<file path="src/rtl/cpgi_pkg.sv">
// shared types and constants of the codepoint range glyph index block
`timescale 1ns / 1ps

package cpgi_pkg;

    localparam int FIELD_W = 21;
    localparam int CFG_W   = 5;
    localparam int IDX_W   = 4;

    localparam logic FUNC_LOAD   = 1'b0;
    localparam logic FUNC_LOOKUP = 1'b1;

    localparam logic [FIELD_W-1:0] SAT_MAX = {FIELD_W{1'b1}};

    // one range entry written into a cell
    typedef struct packed {
        logic [FIELD_W-1:0] start;
        logic [FIELD_W-1:0] length;
    } t_entry;

    // lookup token that walks down the chain of cells
    typedef struct packed {
        logic               valid;
        logic [FIELD_W-1:0] cp;
        logic [FIELD_W-1:0] acc;
        logic               found;
        logic [CFG_W-1:0]   remaining;
    } t_probe;

    // saturate a grown sum back to the field width
    function automatic logic [FIELD_W-1:0] sat_field(input logic [FIELD_W:0] sum);
        sat_field = sum[FIELD_W] ? SAT_MAX : sum[FIELD_W-1:0];
    endfunction

endpackage

</file>
<file path="src/rtl/cpgi_cell.sv">
// one range cell: holds a table entry and tests the passing lookup token
`timescale 1ns / 1ps

module cpgi_cell (
    input  logic            i_clk,
    input  logic            i_rst_n,
    input  logic            i_adv,
    input  logic            i_wr_en,
    input  cpgi_pkg::t_entry i_wr,
    input  cpgi_pkg::t_probe i_probe,
    output cpgi_pkg::t_probe o_probe
);

    logic [cpgi_pkg::FIELD_W-1:0] r_start;
    logic [cpgi_pkg::FIELD_W-1:0] r_len;
    logic [cpgi_pkg::FIELD_W:0]   r_end;
    cpgi_pkg::t_probe             r_probe;
    cpgi_pkg::t_probe             n_probe;

    logic                         hit;
    logic                         active;
    logic [cpgi_pkg::FIELD_W:0]   sum_hit;
    logic [cpgi_pkg::FIELD_W:0]   sum_miss;

    // entry storage, end kept one bit wider so a range never wraps
    always_ff @(posedge i_clk) begin
        if (i_wr_en) begin
            r_start <= i_wr.start;
            r_len   <= i_wr.length;
            r_end   <= {1'b0, i_wr.start} + {1'b0, i_wr.length};
        end
    end

    always_comb begin
        active   = i_probe.valid && !i_probe.found && (i_probe.remaining != '0);
        hit      = (i_probe.cp >= r_start) && ({1'b0, i_probe.cp} < r_end);
        sum_hit  = {1'b0, i_probe.acc} + {1'b0, i_probe.cp} - {1'b0, r_start};
        sum_miss = {1'b0, i_probe.acc} + {1'b0, r_len};
        n_probe  = i_probe;
        if (active) begin
            n_probe.remaining = i_probe.remaining - 1'b1;
            if (hit) begin
                n_probe.found = 1'b1;
                n_probe.acc   = cpgi_pkg::sat_field(sum_hit);
            end else begin
                n_probe.acc   = cpgi_pkg::sat_field(sum_miss);
            end
        end
    end

    always_ff @(posedge i_clk) begin
        if (!i_rst_n) begin
            r_probe.valid <= 1'b0;
        end else if (i_adv) begin
            r_probe <= n_probe;
        end
    end

    assign o_probe = r_probe;

endmodule

</file>
<file path="config.mk">
export PLATFORM = sky130hd
export DESIGN_NAME = cpgi_cell
export DESIGN_NICKNAME = d
export VERILOG_FILES = /design/src/rtl/cpgi_pkg.sv /design/src/rtl/cpgi_cell.sv
export SDC_FILE = /design/constraint.sdc
export NUM_CORES = 1
export LEC_CHECK = 0
export ABC_CLOCK_PERIOD_IN_PS = 3180
export BUFFER_PORTS_ARGS = -buffer_cell sky130_fd_sc_hd__buf_4
export CAP_MARGIN = 5
export CORE_MARGIN = 2
export CORE_UTILIZATION = 42
export DETAILED_ROUTE_END_ITERATION = 16
export PLACE_DENSITY = 0.71
export SYNTH_ARGS = -nofsm -noshare
export SYNTH_HDL_FRONTEND = slang
export SYNTH_SLANG_ARGS = --single-unit
</file>
<file path="constraint.sdc">
create_clock -name i_clk -period 3.18 [get_ports i_clk]
set_clock_uncertainty 0.05 [all_clocks]
set_input_delay 0.318 -clock i_clk [delete_from_list [all_inputs] [get_ports i_clk]]
set_output_delay 0.318 -clock i_clk [all_outputs]
set_load 0.02 [all_outputs]
</file>
Yosys cells after proc, flatten, opt, wreduce, memory -nomap -nowiden
Cells that the tools add are included.
- $add $sub $neg: 5
- magnitude comparators: 2
- multiplexer cells: 5
- reduce and logical (&&, ||, !) cells: 6
- operators by type and width (cell ; number):
    21-bit by 21-bit adder with 22-bit output ; 3
    21-bit 2-to-1 mux ; 3
    27-bit 2-to-1 mux ; 1
    21-bit by 22-bit less-than comparator with 1-bit output ; 1
    22-bit by 21-bit subtractor with 22-bit output ; 1
    21-bit greater-or-equal comparator ; 1
    5-bit nonzero test ; 1
    5-bit by 1-bit subtractor with 5-bit output (second input constant) ; 1
    1-bit logical AND ; 3
    2-bit AND reduction ; 1
    1-bit zero test ; 1
    1-bit 2-to-1 mux ; 1
- bits in registers: 113
- output and inout bits: 49

Depth between registers and ports, before layout
Gate-level depths: netlist of run 1.
- word-level depth: 5
- gate-level depth with buffers: 14

Worst setup path after synthesis of run 1
No wires, ideal clock.
- path type: input-to-reg
- start point: in i_probe[9] in the netlist's numbering
- end point: reg r_probe (netlist bit o_probe[22]), data pin
- library setup time: 0.261 ns
- arrival time: 2.830 ns
- data required time: 2.869 ns
- slack: 0.039 ns
- stages on the path: 13
- path through: inv_1 fa_1 inv_1 ha_1 nand3_1 o22ai_2 o211ai_2 o31a_1 o31ai_2 xnor2_2 nand4b_4 o221ai_2 o21ai_1
- RTL lines (item ; line ; text):
    start, declared ; cpgi_cell.sv:10 ; input cpgi_pkg::t_probe i_probe,
    end signal, assigned ; cpgi_cell.sv:55 ; r_probe <= n_probe;
    end, declared ; cpgi_cell.sv:17 ; cpgi_pkg::t_probe r_probe;

==> results of run 1 <==
[sequential cells by signal (all words and copies together) (netlist names)]
name and flops:
r_end 22, r_len 21, o_probe 49, r_start 21
[routing by layer]
metal	up-vias	global-route usage	routed length, microns
met5	-	0	0
met4	0	0.0760	605
met3	49	0.0478	1360
met2	248	0.358	10900
met1	3248	0.292	10200
li1	3424	-	-
[logic make-up after synthesis]
family,count (synthesis),share of synthesized area
fa+ha+maj,128,0.212
flops,113,0.404
simple gates,140,0.0852
mux,1,0.00119
compound gates,222,0.176
buf+inv,137,0.0637
xor+xnor,55,0.0583
[layout by cell type, fill, tap and decap left out, types with 6 or more instances in the layout]
master | synthesis | layout
a211oi_1 | 9 | 6
a21o_1 | 20 | 20
a21oi_1 | 66 | 58
a21oi_2 | 0 | 6
buf_4 | 1 | 250
clkbuf_16 | 0 | 17
edfxtp_1 | 112 | 112
fa_1 | 23 | 22
ha_1 | 105 | 101
inv_1 | 132 | 131
nand2_1 | 32 | 32
nand2b_1 | 7 | 7
nand3_1 | 11 | 10
nand4_1 | 8 | 8
nor2_1 | 38 | 37
nor2b_1 | 11 | 11
nor3_1 | 10 | 8
o21a_1 | 16 | 16
o21ai_0 | 33 | 31
o21bai_1 | 7 | 7
o22ai_1 | 20 | 18
or3_1 | 7 | 7
xnor2_1 | 38 | 38
xor2_1 | 16 | 16
[final timing paths]
check,endpoint,slack (ns),depth (start not counted)
min,r_start[18]$_DFFE_PP_,0.03,1
max reg2reg,o_probe[25]$_DFFE_PP_,-0.10,13
max,o_probe[25]$_DFFE_PP_,-0.10,13
min reg2reg,o_probe[48]$_SDFFE_PN0P_,0.47,2
[repair_timing]
action / in CTS / in global routing
gates cloned: 0 / 0
setup endpoints to repair: 21 / 21
resized for setup: 18 / 20
pin swaps: 12 / 8
buffers inserted: 4 / 5
[area by class of cell]
class	count	area, sq um	area share
Clock buffer	18	429	0.0375
Clock inverter	13	185	0.0162
Inverter	132	495	0.0433
Multi-Input combinational cell	546	4660	0.407
Sequential cell	113	3380	0.296
Tap cell	265	332	0.0290
Timing Repair Buffer	255	1960	0.171
[power by group through the flow]
stage | combinational [mW] | clock (mW) | sequential (mW)
2_1_floorplan | 1.13 | 0 | 1.92
6_report | 2.13 | 2.03 | 1.87
3_5_place_dp | 1.93 | 0 | 1.89
3_3_place_gp | 1.90 | 0 | 1.89
5_1_grt | 2.33 | 2.12 | 1.88
4_1_cts | 2.03 | 2.05 | 1.87
==> impl_metrics.csv, run 1 <==
group,metric,value,unit
worst_setup_path,critPathMaxFanout,6,
cts,ctsHoldBuffers,0,
timing,relSlewSlack,0.437,
floorplan,initial_core_util,0.429,
timing,final-setup-viol-count,18,
place,hpwl,18100,microns
cells_and_area,design_area,11400,sq um
worst_setup_path,crit_path_start_kind,"flop",
cells_and_area,drive_gt1_frac,0.308,
worst_setup_path,worstReg2RegStart,"r_start[18]$_DFFE_PP_",
cts,root_buffer,"clkbuf_16",
synthesis,synth_area_per_cell,10.5,sq um
global_routing,grt_usage,0.220,
synthesis,ys_async_sr_fraction,0,
power,internal_power,4.14,mW
drt,post_drt_via_cell_ratio,5.19,
place,portBuffers,143,
min_path,min-delay-start,"i_wr[39]",
floorplan,fp.dieW,145,microns
place,dpl_worst_slack,-0.186,ns
power,p_switching,1.89,mW
synthesis,synth_edf_count,112,
worst_setup_path,arrival,3.40,ns
cts,clock_sinks,113,
worst_setup_path,cp_top_family,"adder cells",
synthesis,synth_top_area_cell,"edfxtp_1",
drt,drt_iter0_drc,447,
global_routing,grt_pass1_wl,36500,microns
cts,cts_buffer_depth,2,
timing,finalCriticalPeriod,3.28,ns
place,dp.cells,1302,
outcome,violations,"setup timing",
worst_setup_path,end_kind,"flop",
cts,clkTransAtPathRegs,0.06,ns
synthesis,ys_seq_area_frac,0.404,
worst_setup_path,required,3.30,ns
timing,rsz0062_at_grt,"yes",
worst_setup_path,crit_start,"r_start[18]$_DFFE_PP_",
worst_setup_path,cp_cell_sequence,"inv_1 -> buf_4 -> fa_1 -> ha_4 -> a21oi_2 -> o22ai_1 -> or3_1 -> a21oi_2 -> o31ai_4 -> xnor2_2 -> nor2_4 -> nand2_1 -> o221a_2",
global_routing,grt.overflow.total,0,
power,design_power_total,6.03,mW
floorplan,die_h,145,microns
worst_setup_path,slowest_stage,"fa_1",
synthesis,synth.most_common_cell,"inv_1",
cells_and_area,diodes,0,
timing,tightestPinTransition,0.845,ns
synthesis,synth.cell_area,8380,sq um
place,place_area,10600,sq um
global_routing,grt_pass1_vias,7103,
floorplan,ios,144,
timing,fin_setup_tns,-1.50,ns
floorplan,die-area,21100,sq um
cells_and_area,finalNonFillerCells,1342,
synthesis,ys_ff_latch,113,
cts,clkLatencyLatePin,0.42,ns
synthesis,synthesis.nets,1019,
timing,fmax,0.305,GHz
power,p_per_area,527,nW/um^2
synthesis,dominantRegCellSynth,"edfxtp_1",
synthesis,ys_warn_count,0,
power,p_comb_frac,0.354,
cts,cts_buffers,17,
timing,final_hold_viol_count,0,
cells_and_area,fillCellCount,1599,
job,cap_violations,0,
place,gp_congestion,0.932,
floorplan,coreArea,19500,sq um
timing,setup_ws,-0.102,ns
worst_setup_path,crit_buf_inv,2,
cells_and_area,syn_to_final_growth,36.5,%
cts,cts_tree,"built",
drt,wl_per_cell,17.2,microns
synthesis,synth.area.top_cells,"edfxtp_1, ha_1, inv_1, fa_1, xnor2_1",
power,seqPwrFrac,0.310,
min_path,hold_class,"input pin to flop",
timing,whs,0.0334,ns
drt,num_vias,6969,
cells_and_area,fin_nets,1288,
drt,ant_nets,0,
drt,wirelength,23100,microns
synthesis,yosysUniqueCellTypes,69,
power,p_leak,5.24,nW
cts,htreeDepth,4,
power,clockPowerShare,0.336,
cells_and_area,final_util,0.586,
drt,drc_errors,0,
floorplan,rows,51,
timing,slew_violations,0,
worst_setup_path,path_class,"flop to flop",
timing,finalCritPeriodShare,1.03,
global_routing,grt_max_degree,65,
drt,dr.pass1.iters,5,
worst_setup_path,crit_top_cell,"a21oi_2",
synthesis,syn_inst,796,
power,swShare,0.313,
global_routing,antenna_found_initial,0,
worst_setup_path,cpPeakStageDelay,0.47,ns
outcome,outcome,"finished, violations left",
power,max-vdd-ir-drop,347,uV
synthesis,synth_commonest_cells,"inv_1, edfxtp_1, ha_1",
synthesis,yosys.area.top_type_share,0.401,
(Power assumes the default switching activity.)
==> run 2: changes to the inputs <==
- CORE_UTILIZATION: 42 -> 30
- PLACE_DENSITY: 0.71 -> 0.56
- RECOVER_POWER: not set -> 100
==> run 2 against run 1 <==
  * The run ends with capacitance limit, slew limit, setup timing left
  * Global-route usage shrank 5.7 points
  * Sequential share of layout area grew 0.36 points
  * Power shrank 2.2%
  * Hold slack gained 0.0070 ns
  * First-iteration DRC count shrank 35%
  * Combinational power is essentially flat
  * Non-clock buffer count grew 13
  * Sequential cell count is the same
  * Cell count grew 9.5%
  * Sequential power is essentially flat
==> impl_metrics.csv, run 2 (synthesis gave the netlist of run 1 again) <==
group,metric,value,unit
cells_and_area,fin_nets,1301,
cts,cts_buffers,17,
cells_and_area,final_common_cell,"buf_4",
worst_setup_path,end_kind,"flop",
drt,num_vias,6741,
timing,tightestPinTransition,1.75,ns
worst_setup_path,critPathMaxFanout,6,
global_routing,grt.overflow.total,0,
timing,fmax,0.303,GHz
power,max-vdd-ir-drop,383,uV
drt,wl_per_cell,16.2,microns
floorplan,fp.dieW,171,microns
global_routing,grt_max_degree,65,
cells_and_area,drive_gt1_frac,0.236,
global_routing,grt_usage,0.164,
cells_and_area,most-common-layout-cells,"buf_4, inv_1, edfxtp_1",
timing,rsz0062_at_grt,"yes",
timing,relSlewSlack,-0.168,
cts,htreeDepth,4,
worst_setup_path,crit_path_start_kind,"flop",
place,place_area,10800,sq um
floorplan,initial_core_util,0.303,
drt,dr.pass1.iters,4,
drt,post_drt_via_cell_ratio,4.59,
global_routing,grt_pass1_vias,6845,
power,p_leak,4.92,nW
cts,clock_sinks,113,
cells_and_area,largest_reg_flops,49,
drt,ant_nets,0,
drt,drc_errors,0,
cells_and_area,syn_to_final_growth,34.9,%
floorplan,rows,61,
power,p_per_area,521,nW/um^2
cts,root_buffer,"clkbuf_16",
place,portBuffers,143,
outcome,outcome,"finished, violations left",
timing,final-setup-viol-count,20,
drt,wirelength,23800,microns
timing,slew_violations,90,
drt,drt_iter0_drc,291,
outcome,violations,"capacitance limit, slew limit, setup timing",
job,cap_violations,2,
timing,whs,0.0405,ns
place,hpwl,19500,microns
timing,final_hold_viol_count,0,
floorplan,ios,144,
timing,finalCriticalPeriod,3.30,ns
cts,cts_buffer_depth,2,
global_routing,antenna_found_initial,0,
cts,clkTransAtPathRegs,0.06,ns
min_path,hold_class,"input pin to flop",
timing,finalCritPeriodShare,1.04,
place,gp_congestion,0.848,
worst_setup_path,arrival,3.42,ns
cells_and_area,design_area,11300,sq um
timing,setup_ws,-0.116,ns
cts,ctsHoldBuffers,0,
global_routing,grt_pass1_wl,36300,microns
cells_and_area,diodes,0,
worst_setup_path,path_class,"flop to flop",
floorplan,coreArea,27600,sq um
floorplan,die-area,29300,sq um
cts,clkLatencyLatePin,0.43,ns
cts,cts_tree,"built",
worst_setup_path,required,3.30,ns
floorplan,die_h,171,microns
## run 2: changes by cell type in the layout (fill, tap and decap cells not counted), moves of 3 or more
cell      change
o22ai_2      +13
o21ai_1       +3
clkbuf_1    +108
a21oi_2      +11
clkbuf_4      +7
buf_4       -104
inv_6         +3
o21ai_0       -3
o22ai_1      -12
a21oi_1       -9
## run 2: path summary, 6_finish.rpt
check / startpoint / end / slack, ns / depth (start not counted)
worst min register to register: o_probe[48]$_SDFFE_PN0P_ / o_probe[48]$_SDFFE_PN0P_ / 0.47 / 2
worst max-delay path: r_start[6]$_DFFE_PP_ / o_probe[25]$_DFFE_PP_ / -0.12 / 13
worst max register to register: r_start[6]$_DFFE_PP_ / o_probe[25]$_DFFE_PP_ / -0.12 / 13
worst min-delay path: i_wr[18] / r_len[18]$_DFFE_PP_ / 0.04 / 1
## run 2: power by group
group / switching, mW / internal, mW / total [mW]
clock network: 0.772 / 1.16 / 1.94
logic: 1.11 / 0.985 / 2.10
registers: 0.0543 / 1.81 / 1.86
total: 1.94 / 3.96 / 5.90
## run 2: stage by stage
step	power (mW)	TNS (ns)	setup slack [ns]	util	instances
detailed placement	3.87	-3.36	-0.214	0.391	1429
global route	6.22	-3.07	-0.242	0.409	1469
floorplan	3.06	0	0.0391	-	796
CTS	5.87	-2.12	-0.144	0.416	1463
global placement	3.85	-2.99	-0.188	0.391	1429
finish	5.90	-0.716	-0.116	0.409	1469
## run 2: final cells by class
type | instances | area [sq um]
clock buffer | 18 | 429
clock inverter | 14 | 155
fill | 2768 | 16300
inverter | 132 | 495
multi-input combinational | 546 | 4740
sequential | 113 | 3380
tap | 378 | 473
timing repair buffer | 268 | 1640
## run 2: routing by layer
layer | share of wire | GRT usage
met1 | 0.46 | 0.215
met2 | 0.47 | 0.269
met3 | 0.048 | 0.0278
met4 | 0.024 | 0.0660
met5 | 0 | 0
## run 2: repair_timing
item                                    in CTS  in global routing
pin swaps                                   14                 16
cloned                                       0                  1
gates resized for setup                     15                 51
buffers inserted                             2                  6
endpoints found under the setup margin      21                 21
## run 2: critical path, cell delays in order, from the launching register on
cell      delay [ns]
edfxtp_1        0.45
fa_1            0.52
inv_2           0.05
ha_4            0.25
o21a_1          0.16
o21a_1          0.19
o211ai_2        0.15
o31a_1          0.31
o31ai_4         0.27
xnor2_2         0.14
nor2_4          0.17
buf_12          0.15
nand2_4         0.05
o221a_4         0.11
